File: src/rtl/cps_pkg.sv
`default_nettype none
// ----------------------------------------------------------------------------
// cps_pkg
// Shared widths and constants of the challenge position sampler.
// ----------------------------------------------------------------------------
package cps_pkg;

    localparam int POS_W        = 8;   // position and draw byte width
    localparam int SPAN_W       = 9;   // modulus width, holds up to 256
    localparam int MOD_BITS     = 2;   // dividend bits retired per cycle
    localparam int MOD_CYCLES   = POS_W / MOD_BITS;
    localparam int MOD_STEP_W   = $clog2(MOD_CYCLES);

endpackage : cps_pkg
`default_nettype wire

File: src/rtl/cps_mod_unit.sv
`default_nettype none
// ----------------------------------------------------------------------------
// cps_mod_unit
// Restoring remainder unit: dividend modulo divisor, two bits per cycle.
// ----------------------------------------------------------------------------
module cps_mod_unit
    import cps_pkg::*;
(
    input  wire logic              aclk,
    input  wire logic              aresetn,
    input  wire logic              start,
    input  wire logic [POS_W-1:0]  dividend,
    input  wire logic [SPAN_W-1:0] divisor,
    output logic                   done,
    output logic [SPAN_W-1:0]      remainder
);

    logic [POS_W-1:0]      dvd_reg, dvd_next;
    logic [SPAN_W-1:0]     dvs_reg;
    logic [SPAN_W-1:0]     rem_reg, rem_next;
    logic [MOD_STEP_W-1:0] step_reg;
    logic                  busy_reg;
    logic                  done_reg;

    // The partial remainder stays below the divisor, so it fits in eight bits
    // before each shift.
    always_comb begin
        rem_next = rem_reg;
        dvd_next = dvd_reg;
        for (int i = 0; i < MOD_BITS; i++) begin
            rem_next = {rem_next[POS_W-1:0], dvd_next[POS_W-1]};
            dvd_next = {dvd_next[POS_W-2:0], 1'b0};
            if (rem_next >= dvs_reg) begin
                rem_next = rem_next - dvs_reg;
            end
        end
    end

    always_ff @(posedge aclk) begin
        if (!aresetn) begin
            busy_reg <= 1'b0;
            done_reg <= 1'b0;
            step_reg <= '0;
        end else begin
            if (start) begin
                busy_reg <= 1'b1;
                done_reg <= 1'b0;
                step_reg <= '0;
            end else if (busy_reg) begin
                step_reg <= step_reg + 1'b1;
                done_reg <= (step_reg == MOD_STEP_W'(MOD_CYCLES - 1));
                if (step_reg == MOD_STEP_W'(MOD_CYCLES - 1)) begin
                    busy_reg <= 1'b0;
                end
            end else begin
                done_reg <= 1'b0;
            end
        end
    end

    always_ff @(posedge aclk) begin
        if (start) begin
            dvd_reg <= dividend;
            dvs_reg <= divisor;
            rem_reg <= '0;
        end else if (busy_reg) begin
            dvd_reg <= dvd_next;
            rem_reg <= rem_next;
        end
    end

    assign done      = done_reg;
    assign remainder = rem_reg;

endmodule : cps_mod_unit
`default_nettype wire

File: src/rtl/challenge_position_sampler_core.sv
`default_nettype none
// ----------------------------------------------------------------------------
// challenge_position_sampler_core
// Picks the nonzero positions of a sparse challenge from a stream of draw bytes.
// ----------------------------------------------------------------------------
// Usage: each slave word carries one draw byte in s_tdata and a start flag in
// s_tuser. A set start flag restores the identity bag and clears the draw
// count before that byte is used. Draw k takes slot byte mod (NUM_COEFFS - k)
// of the bag, sends the position held there as one master word and moves the
// last live slot into it. m_tlast marks the final position of a challenge;
// after that, words are accepted and dropped until the next start flag.
// Timing: one word is in flight at a time. A draw passes through the remainder
// unit (two dividend bits a cycle), the bag read, the write-back and the hand-off
// of the result to the output register, where it appears as s_tready rises. A
// dropped word is taken without leaving the idle state. The output register
// lets the next word be accepted while a result waits; if the receiver stalls
// longer, the core holds the finished result and lowers s_tready until the
// output register frees.
// Reset clears the draw count, the bag valid bits (an invalid slot reads as its
// own index) and both channels; the bag memory itself needs no clearing pass.
// ----------------------------------------------------------------------------
module challenge_position_sampler_core
    import cps_pkg::*;
#(
    parameter int NUM_COEFFS = 256,
    parameter int NUM_ONES   = 40
) (
    input  wire logic             aclk,
    input  wire logic             aresetn,
    input  wire logic             s_tvalid,
    output logic                  s_tready,
    input  wire logic [POS_W-1:0] s_tdata,   // [7:0] draw_byte
    input  wire logic             s_tuser,   // [0] start_req
    output logic                  m_tvalid,
    input  wire logic             m_tready,
    output logic [POS_W-1:0]      m_tdata,   // [7:0] position
    output logic                  m_tlast
);

    localparam int DRAW_LIMIT = (NUM_ONES < NUM_COEFFS) ? NUM_ONES : NUM_COEFFS;
    localparam int CNT_W      = $clog2(DRAW_LIMIT + 1);
    localparam int ADDR_W     = (NUM_COEFFS > 1) ? $clog2(NUM_COEFFS) : 1;

    typedef enum logic [3:0] {
        S_IDLE  = 4'b0001,
        S_DIV   = 4'b0010,
        S_WRITE = 4'b0100,
        S_EMIT  = 4'b1000
    } state_t;

    state_t              state_reg;
    logic [CNT_W-1:0]    cnt_reg;
    logic [CNT_W-1:0]    taken;
    logic [NUM_COEFFS-1:0] valid_reg;
    logic [ADDR_W-1:0]   slot_reg;
    logic [ADDR_W-1:0]   tail_reg;
    logic [SPAN_W-1:0]   span;
    logic                accept;
    logic                draw_ok;
    logic                out_free;

    logic [POS_W-1:0]    bag_mem [NUM_COEFFS];
    logic [POS_W-1:0]    rd_slot_reg, rd_tail_reg;
    logic                vld_slot_reg, vld_tail_reg;
    logic [POS_W-1:0]    picked;
    logic [POS_W-1:0]    moved;
    logic [POS_W-1:0]    pick_reg;
    logic                last_reg;

    logic                mod_start;
    logic                mod_done;
    logic [SPAN_W-1:0]   mod_rem;
    logic [ADDR_W-1:0]   rem_slot;

    logic                m_tvalid_reg;
    logic [POS_W-1:0]    m_tdata_reg;
    logic                m_tlast_reg;

    assign s_tready  = (state_reg == S_IDLE);
    assign accept    = s_tvalid && s_tready;
    assign taken     = s_tuser ? '0 : cnt_reg;
    assign draw_ok   = (int'(taken) < DRAW_LIMIT);
    assign span      = SPAN_W'(NUM_COEFFS) - SPAN_W'(taken);
    assign mod_start = accept && draw_ok;
    assign rem_slot  = mod_rem[ADDR_W-1:0];
    assign out_free  = !m_tvalid_reg || m_tready;

    cps_mod_unit u_mod (
        .aclk      (aclk),
        .aresetn   (aresetn),
        .start     (mod_start),
        .dividend  (s_tdata),
        .divisor   (span),
        .done      (mod_done),
        .remainder (mod_rem)
    );

    // A slot never written since the last restore reads as its own index.
    assign picked = vld_slot_reg ? rd_slot_reg : POS_W'(slot_reg);
    assign moved  = vld_tail_reg ? rd_tail_reg : POS_W'(tail_reg);

    // Bag memory: two read ports when the remainder is ready, one write port.
    always_ff @(posedge aclk) begin
        if (state_reg == S_DIV && mod_done) begin
            rd_slot_reg <= bag_mem[rem_slot];
            rd_tail_reg <= bag_mem[tail_reg];
        end
        if (state_reg == S_WRITE) begin
            bag_mem[slot_reg] <= moved;
        end
    end

    always_ff @(posedge aclk) begin
        if (accept) begin
            tail_reg <= ADDR_W'(span - 1'b1);
        end
        if (state_reg == S_DIV && mod_done) begin
            slot_reg     <= rem_slot;
            vld_slot_reg <= valid_reg[rem_slot];
            vld_tail_reg <= valid_reg[tail_reg];
        end
        if (state_reg == S_WRITE) begin
            pick_reg <= picked;
            last_reg <= (int'(cnt_reg) + 1 == DRAW_LIMIT);
        end
        if (state_reg == S_EMIT && out_free) begin
            m_tdata_reg <= pick_reg;
            m_tlast_reg <= last_reg;
        end
    end

    always_ff @(posedge aclk) begin
        if (!aresetn) begin
            state_reg    <= S_IDLE;
            cnt_reg      <= '0;
            valid_reg    <= '0;
            m_tvalid_reg <= 1'b0;
        end else begin
            if (state_reg == S_EMIT && out_free) begin
                m_tvalid_reg <= 1'b1;
            end else if (m_tready) begin
                m_tvalid_reg <= 1'b0;
            end
            case (state_reg)
                S_IDLE: begin
                    if (accept) begin
                        if (s_tuser) begin
                            cnt_reg   <= '0;
                            valid_reg <= '0;
                        end
                        if (draw_ok) begin
                            state_reg <= S_DIV;
                        end
                    end
                end
                S_DIV: begin
                    if (mod_done) begin
                        state_reg <= S_WRITE;
                    end
                end
                S_WRITE: begin
                    valid_reg[slot_reg] <= 1'b1;
                    cnt_reg             <= cnt_reg + 1'b1;
                    state_reg           <= S_EMIT;
                end
                S_EMIT: begin
                    if (out_free) begin
                        state_reg <= S_IDLE;
                    end
                end
                default: begin
                    state_reg <= S_IDLE;
                end
            endcase
        end
    end

    assign m_tvalid = m_tvalid_reg;
    assign m_tdata  = m_tdata_reg;
    assign m_tlast  = m_tlast_reg;

endmodule : challenge_position_sampler_core
`default_nettype wire

File: config.mk
export PLATFORM = sky130hd
export DESIGN_NAME = challenge_position_sampler_core
export DESIGN_NICKNAME = d
export VERILOG_FILES = /design/src/rtl/cps_pkg.sv /design/src/rtl/cps_mod_unit.sv /design/src/rtl/challenge_position_sampler_core.sv
export SDC_FILE = /design/constraint.sdc
export NUM_CORES = 2
export LEC_CHECK = 0
export BUFFER_PORTS_ARGS = -buffer_cell sky130_fd_sc_hd__buf_2
export CAP_MARGIN = 20
export CORE_UTILIZATION = 45
export CTS_BUF_LIST = sky130_fd_sc_hd__clkbuf_4
export CTS_CLUSTER_DIAMETER = 150
export DETAILED_ROUTE_END_ITERATION = 10
export GPL_TIMING_DRIVEN = 1
export HOLD_SLACK_MARGIN = 0.06
export PLACE_DENSITY = 0.71
export SYNTH_ARGS = -nofsm -noshare
export SYNTH_HDL_FRONTEND = slang
export SYNTH_SLANG_ARGS = --single-unit
File: constraint.sdc
create_clock -name aclk -period 3.5 [get_ports aclk]
set_input_delay 0.35 -clock aclk [delete_from_list [all_inputs] [get_ports aclk]]
set_output_delay 0.35 -clock aclk [all_outputs]
set_load 0.01 [all_outputs]
==> run summary <==
Register share of total power - 50.2%
Worst vdd ir - 353 uV
DP Area - 119000 um^2
Clock buffer count from CTS - 619
TritonCTS clock tree - done
Height of the die - 499 um
Root Buffer - clkbuf_4
Fmax - 0.284 GHz
Syn Area/Cell - 17.3 um^2
Outcome - finished with violations
Final wirelength - 350 mm
Setup ws final - -0.0158 ns
Power share of the clock group - 39.0%
Switching share of power - 25.0%
Initial DRC count - 10900
Worst Setup End Kind - flip-flop
Setup Skew - 0.135 ns
Largest family of logic cells by synthesized area - multiplexers
Mapped Area - 111000 um^2
Area grow syn2layout - 14.7%
Latest clock arrival within the worst-skew pair - 1.46 ns
Period utilisation layout - 100%
Crit path launch type - flip-flop
Vias per inst - 6.59
Slew Limit Fails - 0
Worst Tran Pin Value - 1.21 ns
Max-cap violations - 0
Cells after Synth - 6438
Die X-Extent - 499 um
Worst path arrival time - 4.81 ns
Post-synthesis adder-cell area fraction - 0.272%
Final instance area - 127000 um^2
I/O pin count - 24
WL/cell - 31.9 um
Gr usage total - 27.9%
Max FO, Critical Path - 19
DRT Pass-1 Iters - 6
DRT antenna net count - 0
Most frequent cells in the layout - 2117 x edfxtp_1, 1071 x mux4_2, 866 x clkbuf_4
Hold_ws - 0.356 ns
HP Class - primary input to flip-flop
Gp weighted congestion - 0.960
Vias in the first global route - 73300
Hpwl dp - 224 mm
Clock sinks - 2396
Drt drc - 0
Total number of vias - 72400
Max-slew headroom at the worst pin - 18.8%
Share of cells above drive strength 1 - 37.3%
Placement Rows - 182
Initial Util - 45.2%
Largest net degree at the start of global routing - 129
Compound-Gate Fraction of Synth Area - 6.07%
Syn Nets - 6474
Worst slack, placed - -0.420 ns
Combinational power share - 10.7%
Clk slew on worst S/H paths - 0.08 ns
Layout Nets - 7349
Failing checks - negative setup slack
Yosys warnings - 0
Prevailing post-synth register cell - edfxtp_1
Worst EP required - 4.80 ns
Depth of the CTS H-tree - 6
Final Critical Period - 3.52 ns
RSZ-0062 raised after global routing - true
Multiplexer share of the synthesized area - 24.0%
Distinct cells, synth - 70
Internal - 45900 uW
PwrDens - 480 nW/um^2
#FFs+latches synth - 2396
Remaining Overflow, GRT - 0
Sequential share of the synthesized area - 62.2%
Final Hold Violating Endpoints - 0
CTS Buffer Depth - 4
Die ar. - 249000 um^2
First-pass GRT wire length - 503 mm
Commonest non-fill, non-tap cell in the layout - edfxtp_1
EDFF count, synth - 2117
Setup CP Type - flip-flop to flip-flop
Synth Area in XOR/XNOR - 0.158%
Net Switching - 15300 uW
Final core utilization - 51.9%
Asr flop ratio synth - 0%
Setup violators final - 1
Max FFs per register - 2048
Initial antenna violation count - 13
CORE AREA - 246000 um^2
Leak - 0.0422 uW
PortBufs - 23
Post-Synth Simple-Gate Area - 4.45%
[Yosys cell counts, types with 62 or more instances]
| master | number | area share [%] |
|---|---|---|
| edfxtp_1 | 2117 | 57 |
| mux4_2 | 1071 | 22 |
| nor2_1 | 619 | 2.1 |
| a21oi_1 | 348 | 1.6 |
| dfxtp_1 | 279 | 5.0 |
| nand2_1 | 237 | 0.80 |
| o22ai_1 | 222 | 1.2 |
| clkbuf_1 | 187 | 0.63 |
| mux2i_1 | 186 | 1.7 |
| buf_2 | 172 | 0.77 |
| a211oi_1 | 101 | 0.68 |
| a22oi_1 | 93 | 0.63 |
| a22o_1 | 86 | 0.68 |
| buf_4 | 67 | 0.45 |
| buf_6 | 62 | 0.63 |
[per-stage QoR]
stage | cells | TNS, ns | power, uW
2_1_floorplan | 6438 | 0 | 35600
3_3_place_gp | 9861 | -4.09 | 37500
3_5_place_dp | 9861 | -2.56 | 37500
4_1_cts | 11000 | 0 | 61200
5_1_grt | 11000 | -0.155 | 63100
6_report | 11000 | -0.0158 | 61200
[cell families (layout without fill, tap and decap cells)]
kind of cell | count (synthesis) | count (layout)
buf+inv | 551 | 1875
simple gates | 1116 | 1116
other cells | 0 | 4
mux | 1302 | 1302
flops | 2396 | 2396
fa+ha+maj | 23 | 23
xor+xnor | 20 | 20
compound gates | 1030 | 1030
[worst paths after layout]
kind / cells after the start / slack, ns / endpoint / start
worst max register to register: 7 / -0.02 / rd_tail_reg[5] / tail_reg[3]
worst min-delay path: 7 / 0.36 / cnt_reg[1] / s_tvalid
worst min register to register: 0 / 0.43 / m_tdata[6] / pick_reg[6]
worst max-delay path: 7 / -0.02 / rd_tail_reg[5] / tail_reg[3]
[cell type report]
class / instances / area [um^2]
sequential: 2396 / 69200
tap: 3220 / 4030
clock inverter: 204 / 1080
antenna: 4 / 10.0
fill: 19600 / 118000
multi-input combinational: 3491 / 39500
timing repair buffer: 775 / 7130
inverter: 30 / 120
clock buffer: 866 / 6500
[repair_timing]
item	in CTS	in global routing
gates cloned	3	2
endpoints found under the hold margin	328	0
gates resized for setup	27	46
pin swaps	3	15
hold buffers	40	0
endpoints found under the setup margin	16	25
setup buffers	2	4
[power groups by stage]
stage	combinational, uW	clock, uW	sequential, uW
6_report	6580	23900	30700
5_1_grt	6810	25500	30700
4_1_cts	6330	24100	30700
3_5_place_dp	6120	0	31300
3_3_place_gp	6110	0	31300
2_1_floorplan	4280	0	31300
[worst max-delay path: stages, from the launching register on]
cell and delay, ns:
edfxtp_1 0.75, nor2_4 0.91, buf_4 0.45, a22oi_1 0.17
a21oi_1 0.50, nor3_2 0.10, buf_4 0.19, nor4_2 0.26
[metal layers]
| layer | GRT usage, % | up-vias | share of wire [%] |
|---|---|---|---|
| met3 | 9.24 | 968 | 14 |
| met4 | 15.3 | 14 | 5.8 |
| met2 | 41.8 | 5446 | 45 |
| li1 | - | 29000 | - |
| met5 | 0.193 | - | 0.046 |
| met1 | 35.9 | 37000 | 35 |
Power figures use the tool's default switching activity.
